`src/hw/rtl/bidfl_pkg.sv`:
```
// Shared types, widths and codes for the block-id free list.
package bidfl_pkg;

  localparam int ID_W        = 10;
  localparam int OP_W        = 2;
  localparam int ST_W        = 2;
  localparam int USE_W       = 11;
  localparam int MAX_IDS_DEF = 1024;

  // request opcodes; the fourth code has no meaning and is rejected
  localparam logic [OP_W-1:0] OP_ALLOC   = 2'd0;
  localparam logic [OP_W-1:0] OP_RELEASE = 2'd1;
  localparam logic [OP_W-1:0] OP_RESERVE = 2'd2;

  typedef enum logic [ST_W-1:0] {
    ST_OK    = 2'd0,
    ST_TAKEN = 2'd1,
    ST_RANGE = 2'd2
  } bidfl_st_t;

  // what the final cycle of a transaction applies to the counters
  typedef enum logic [2:0] {
    CM_POP,
    CM_MARK,
    CM_REL,
    CM_FILL,
    CM_SRCH,
    CM_FAIL,
    CM_EXH
  } bidfl_cm_t;

  typedef struct packed {
    logic      latch;
    logic      rd_top;
    logic      rd_ptr;
    logic      rd_ptr1;
    logic      wr_fill;
    logic      wr_shift;
    logic      ptr_mark;
    logic      ptr_zero;
    logic      ptr_inc;
    logic      out_load;
    bidfl_cm_t commit;
    bidfl_st_t status;
  } bidfl_cmd_t;

  typedef struct packed {
    logic fc_zero;
    logic mark_full;
    logic fc_full;
    logic used_zero;
    logic id_oor;
    logic id_ge_mark;
    logic gap_ovf;
    logic fill_done;
    logic match;
    logic srch_last;
    logic out_free;
  } bidfl_stat_t;

endpackage

```
`src/hw/rtl/bidfl_ctrl.sv`:
```
// Controller: decodes each request and sequences stack pushes, search and compaction.
module bidfl_ctrl import bidfl_pkg::*; (
  input  logic            clk,
  input  logic            rst_n,
  input  logic            in_valid,
  input  logic [OP_W-1:0] in_op,
  input  bidfl_stat_t     stat,
  output logic            in_ready,
  output bidfl_cmd_t      cmd
);

  localparam logic [2:0] S_IDLE   = 3'd0;
  localparam logic [2:0] S_DONE   = 3'd1;
  localparam logic [2:0] S_FILL   = 3'd2;
  localparam logic [2:0] S_SR_RD  = 3'd3;
  localparam logic [2:0] S_SR_CMP = 3'd4;
  localparam logic [2:0] S_SH_RD  = 3'd5;
  localparam logic [2:0] S_SH_WR  = 3'd6;

  logic [2:0] state_r, state_nxt;
  bidfl_cm_t  cm_r, cm_nxt;
  bidfl_st_t  st_r, st_nxt;

  assign in_ready = (state_r == S_IDLE);

  always_comb begin
    cmd       = '0;
    state_nxt = state_r;
    cm_nxt    = cm_r;
    st_nxt    = st_r;

    unique case (state_r)
      S_IDLE: begin
        if (in_valid) begin
          cmd.latch = 1'b1;
          state_nxt = S_DONE;
          st_nxt    = ST_OK;
          cm_nxt    = CM_FAIL;
          unique case (in_op)
            OP_ALLOC: begin
              if (!stat.fc_zero) begin
                cmd.rd_top = 1'b1;
                cm_nxt     = CM_POP;
              end else if (!stat.mark_full) begin
                cm_nxt = CM_MARK;
              end else begin
                cm_nxt = CM_EXH;
                st_nxt = ST_RANGE;
              end
            end
            OP_RELEASE: begin
              if (stat.id_oor || stat.used_zero || stat.fc_full) begin
                st_nxt = ST_RANGE;
              end else begin
                cm_nxt = CM_REL;
              end
            end
            OP_RESERVE: begin
              if (stat.id_oor) begin
                st_nxt = ST_RANGE;
              end else if (stat.id_ge_mark) begin
                if (stat.gap_ovf) begin
                  st_nxt = ST_RANGE;
                end else begin
                  cmd.ptr_mark = 1'b1;
                  cm_nxt       = CM_FILL;
                  state_nxt    = S_FILL;
                end
              end else if (stat.fc_zero) begin
                st_nxt = ST_TAKEN;
              end else begin
                cmd.ptr_zero = 1'b1;
                cm_nxt       = CM_SRCH;
                state_nxt    = S_SR_RD;
              end
            end
            default: begin
              st_nxt = ST_RANGE;
            end
          endcase
        end
      end
      S_FILL: begin
        // push skipped ids mark .. id-1, oldest first
        if (stat.fill_done) begin
          state_nxt = S_DONE;
        end else begin
          cmd.wr_fill = 1'b1;
        end
      end
      S_SR_RD: begin
        cmd.rd_ptr = 1'b1;
        state_nxt  = S_SR_CMP;
      end
      S_SR_CMP: begin
        if (stat.match) begin
          state_nxt = S_SH_RD;
        end else if (stat.srch_last) begin
          cm_nxt    = CM_FAIL;
          st_nxt    = ST_TAKEN;
          state_nxt = S_DONE;
        end else begin
          cmd.ptr_inc = 1'b1;
          state_nxt   = S_SR_RD;
        end
      end
      S_SH_RD: begin
        // close the gap: entry ptr+1 moves down to ptr
        if (stat.srch_last) begin
          state_nxt = S_DONE;
        end else begin
          cmd.rd_ptr1 = 1'b1;
          state_nxt   = S_SH_WR;
        end
      end
      S_SH_WR: begin
        cmd.wr_shift = 1'b1;
        state_nxt    = S_SH_RD;
      end
      S_DONE: begin
        if (stat.out_free) begin
          cmd.out_load = 1'b1;
          cmd.commit   = cm_r;
          cmd.status   = st_r;
          state_nxt    = S_IDLE;
        end
      end
      default: begin
        state_nxt = S_IDLE;
      end
    endcase
  end

  always_ff @(posedge clk) begin
    if (!rst_n) begin
      state_r <= S_IDLE;
      cm_r    <= CM_FAIL;
      st_r    <= ST_OK;
    end else begin
      state_r <= state_nxt;
      cm_r    <= cm_nxt;
      st_r    <= st_nxt;
    end
  end

`ifndef SYNTHESIS
  a_accept_busy: assert property (@(posedge clk) disable iff (!rst_n)
    (in_valid && in_ready) |=> !in_ready)
    else $error("second transaction accepted before the first completed");

  a_done_hold: assert property (@(posedge clk) disable iff (!rst_n)
    (state_r == S_DONE && !stat.out_free) |=> (state_r == S_DONE && !cmd.latch))
    else $error("result dropped while output register was full");

  a_state_legal: assert property (@(posedge clk) disable iff (!rst_n)
    state_r <= S_SH_WR)
    else $error("controller in an unused state");
`endif

endmodule

```
`config.mk`:
```
export PLATFORM = sky130hd
export DESIGN_NAME = bidfl_ctrl
export DESIGN_NICKNAME = d
export VERILOG_FILES = /design/src/hw/rtl/bidfl_pkg.sv /design/src/hw/rtl/bidfl_ctrl.sv
export SDC_FILE = /design/constraint.sdc
export NUM_CORES = 1
export LEC_CHECK = 0
export BUFFER_PORTS_ARGS = -buffer_cell sky130_fd_sc_hd__buf_2
export CELL_PAD_IN_SITES_DETAIL_PLACEMENT = 0
export CELL_PAD_IN_SITES_GLOBAL_PLACEMENT = 1
export CORE_MARGIN = 1
export CORE_UTILIZATION = 30
export DETAILED_ROUTE_END_ITERATION = 8
export PLACE_DENSITY_LB_ADDON = 0.1
export SLEW_MARGIN = 20
export SYNTH_ARGS = -nofsm -noshare
export SYNTH_HDL_FRONTEND = slang
export SYNTH_SLANG_ARGS = --single-unit
```
`constraint.sdc`:
```
create_clock -name clk -period 1.9 [get_ports clk]
set_input_delay 0.285 -clock clk [delete_from_list [all_inputs] [get_ports clk]]
set_output_delay 0.285 -clock clk [all_outputs]
set_load 0.005 [all_outputs]
```
# Word level (Yosys, flattened, before mapping)
# Index checks and enable logic that the tools add are counted.
[word_totals]
ff_bits = 8
latch_bits = 0
mem_bits_rw = 0
rom_bits = 0
in_bits = 16
word_cells = 80
n_memories = 0
[classes]
add_sub_neg = 0
mul = 0
n_div = 0
n_lt_le_gt_ge = 0
eq_ne = 13
n_shift = 0
muxes = 57
bitwise_logic = 0
n_reduce_logical = 7
[op_table]
columns = ["cell", "n"]
rows = [
  ["$mux 3", 17],
  ["$mux 2", 18],
  ["$pmux 3 s7", 1],
  ["$mux 1", 15],
  ["$mux 6", 2],
  ["$ne 2x2->1 const B", 5],
  ["$eq 3x3->1 const B", 3],
  ["$pmux 3 s3", 1],
  ["$eq 3x2->1 const B", 2],
  ["$pmux 2 s3", 1],
  ["$pmux 3 s2", 1],
  ["$pmux 2 s2", 1],
  ["$reduce_and 4->1", 1],
  ["$eq 3x1->1 const B", 1],
  ["$logic_not 3->1", 1],
  ["$reduce_and 3->1", 1],
  ["$eq 2x1->1 const B", 1],
  ["$eq 2x2->1 const B", 1],
  ["$logic_not 2->1", 1],
  ["$logic_or 1x1->1", 2],
  ["$reduce_bool 2->1", 1],
]

# Longest topological paths before layout
[logic_depth]
depth_word = 6
depth_mapped = 6

# Least setup slack after synthesis
# OpenSTA, ideal clock, no wires.
[synth_path]
path_type = "reg2reg"
from = "register state_r[2]"
to = "register cm_r[1]"
arrival_time_ns = 1.248
required_ns = 1.783
slack_ns = 0.536
path_stages_with_launch = 6
path_buffers = 1
synth_period_minus_slack_ns = 1.364
cell_sequence = "dfxtp_1 buf_2 nand3b_1 a211o_1 and2_1 a22o_1"
[synth_via]
elab_chain_len = 3
[synth_lines]
columns = ["item", "line_no", "source"]
rows = [
  ["start, declared", "bidfl_ctrl.sv:20", "logic [2:0] state_r, state_nxt;"],
  ["start signal, assigned", "bidfl_ctrl.sv:140", "state_r <= state_nxt;"],
  ["$eq 3x3->1 or $logic_not 3->1 (tied branches)", "bidfl_ctrl.sv:32", "unique case (state_r)"],
  ["$ne 2x2->1 (no line) or $reduce_bool 2->1 (tied branches)", "n/a", ""],
  ["$reduce_and 4->1 (no line)", "n/a", ""],
  ["end signal, assigned", "bidfl_ctrl.sv:141", "cm_r <= cm_nxt;"],
  ["end, declared", "bidfl_ctrl.sv:21", "bidfl_cm_t cm_r, cm_nxt;"],
]
# Several ways; a longest one is shown, not always the timed one.
# A chain may end at the register's enable or synchronous reset.

==> results.toml <==
[clocking]
cts-hold-fix-buffers = 0
cts_tree = "done"
cts_sinks = 8
path_clk_slew_ns = 0.05
worstSkewPairLatency_ns = 0.25
htree_levels = 1
cts_buffers = 3
cts_root_buffer = "clkbuf_4"
cts_setup_buffers = 0
cts_resized = 0
cts_buffer_depth = 2

[layout]
seqCellArea_sq_um = 161
area_delta_synth_final_pct = 30.3
fin_nets = 137
drive_gt1_frac = 0.336
fillers = 230
diodes = 0
finalNonFillerCells = 146
multi_input_area_sq_um = 444

[sta]
finalClockSkew_ns = 0.00503
relSlewSlack = 0.682
worst_pin_slew_ns = 0.471
period_share = 0.923
maxSlewViolCount = 0
fin_tns_setup_ns = 0
min_period_ns = 1.75
rsz0062_at_grt = "no"
hold_viol = 0
finalSetupViolCount = 0
whs_ns = 0.339
max_freq_mhz = 570

[detailed_routing]
final_antenna_net_count = 0
wl_mm = 1.76
via_per_inst = 5.21
routedWlPerCell_microns = 12.0
drc = 0
dr.pass1.iters = 4
drt-initial-drc-count = 12
num_vias = 760

[power]
ir_drop_uv = 315
power_density_mw_per_mm2 = 506
leakage_nw = 0.402

[critical_path]
crit_required_ns = 1.62
critPathLaunchType = "flip-flop"
worst-endpoint-arrival_ns = 1.47
slowest_delay_ns = 0.48
crit_buf_inv = 2
r2r_cells = 4
path_depth = 3
cpMaxStageDelayCell = "dfxtp_1"
path_cells = "inv_1 -> nor4_1 -> buf_2"
end_kind = "primary output"
path_delay_family = "flip-flops"
crit_type = "flip-flop to primary output"
crit_fanout = 9

[logic_synthesis]
yosysSeqAreaShare = 0.249
yosysTopAreaCell = "dfxtp_1"
ys_warn_count = 0
syn_nets = 105
avgSynthCellArea_sq_um = 7.24
syn_area_sq_um = 644
synth_area_leaders = "dfxtp_1, and2_1, nand2_1"
netlist_instances = 89
synth_top_area_frac = 0.249
synth_cell_types = 37
ys_ff_latch = 8

[grt]
grt_max_degree = 15
grt_antenna_before_repair = 0
grt_usage = 0.157
grt_overflow = 0
grt_pass1_vias = 662
grt_pass1_wl_mm = 2.91

[floorplanning]
io_pins = 32
row_count = 16
fp.coreArea_sq_mm = 0.00198
die_area_sq_mm = 0.00234
die_x_microns = 48.3
initial_core_util = 0.325
dieHeight_microns = 48.3

[worst_hold_path]
min_path_cells = 3
hold_class = "input port to flip-flop"

[place]
gp_congestion = 0.791
dp_hpwl_mm = 1.36
numPortBuffers = 31
dp.cells = 143

[job]
cap_violations = 0

[outcome]
status = "complete, no violations"
power breakdown:
group | switching [W] | internal, W | total, W | leakage [nW]
clock network | 0.0000557 | 0.0000721 | 0.000128 | 0.0138
logic | 0.0000566 | 0.0000510 | 0.000108 | 0.322
registers | 0.0000112 | 0.000178 | 0.000189 | 0.0660
through the flow:
stage	utilization	instance area [sq um]	setup WS (ns)	power [W]
global placement	0.412	816	0.335	0.000301
floorplan	-	644	0.536	0.000252
CTS	0.423	838	0.123	0.000434
finish	0.424	840	0.146	0.000425
global route	0.424	840	0.0247	0.000452
detailed placement	0.412	816	0.310	0.000300
Yosys cell counts:
library cell	number
dfxtp_1	8
nand2_1	8
and2_1	7
inv_1	6
a21oi_1	5
o21ai_0	5
nand3_1	4
and3_1	3
nand2b_1	3
nor2_1	3
nor4_1	3
a21boi_0	2
a21o_1	2
buf_2	2
clkbuf_1	2
nand3b_1	2
nor2b_1	2
nor3_1	2
o22a_1	2
a211o_1	1
a22o_1	1
a31oi_1	1
and2b_2	1
nand2b_2	1
nor3_2	1
nor3b_1	1
nor4b_1	1
o211ai_1	1
o21ai_1	1
o21bai_1	1
o31ai_1	1
o32a_1	1
o41ai_1	1
or3_2	1
or4_1	1
or4b_2	1
xor2_1	1
final cells by class:
| type | count | share of cell area |
|---|---|---|
| Timing Repair Buffer | 31 | 0.185 |
| Clock buffer | 3 | 0.0268 |
| Sequential cell | 8 | 0.192 |
| Tap cell | 27 | 0.0402 |
| Inverter | 6 | 0.0268 |
| Multi-Input combinational cell | 71 | 0.529 |
layer usage:
layer	share of wire	vias to the layer above	track usage
met5	0	-	0
met4	0.0057	0	0.0735
met3	0.054	2	0.0189
met1	0.50	348	0.207
met2	0.44	24	0.256
li1	-	386	-
sequential cells by signal, indices dropped and copies added, names as in the netlist:
| name | count |
|---|---|
| cm_r | 3 |
| state_r | 3 |
| st_r | 2 |
cells in the final DEF (no fill, tap or decap), types with 2 or more instances in the layout:
master | netlist | routed
inv_1 | 6 | 6
and2_1 | 7 | 7
a21boi_0 | 2 | 2
a21oi_1 | 5 | 5
o22a_1 | 2 | 2
a21o_1 | 2 | 2
nor2_1 | 3 | 3
clkbuf_4 | 0 | 3
dfxtp_1 | 8 | 7
nand3b_1 | 2 | 2
nand2b_1 | 3 | 3
buf_2 | 2 | 31
and3_1 | 3 | 3
nand3_1 | 4 | 4
nor2b_1 | 2 | 2
o21ai_0 | 5 | 5
nor4_1 | 3 | 3
nor3_1 | 2 | 2
nand2_1 | 8 | 8
worst paths after layout:
kind               from         end  slack, ns
min reg2reg     st_r[0]     st_r[0]       0.44
max reg2reg  state_r[2]     cm_r[1]       0.51
min             stat[0]  state_r[0]       0.34
max          state_r[1]     cmd[10]       0.15
cell families (layout without fill, tap and decap cells):
group | count (synthesis) | in the layout | synth area share
buf+inv | 10 | 40 | 0.0621
xor+xnor | 1 | 1 | 0.0136
simple gates | 45 | 45 | 0.416
flops | 8 | 8 | 0.249
compound gates | 25 | 25 | 0.260
worst min-delay path, stage by stage:
cell	delay, ns
buf_2	0.08
nand3b_1	0.09
a21boi_0	0.08
Note: power is estimated with default switching activity, not from simulation.
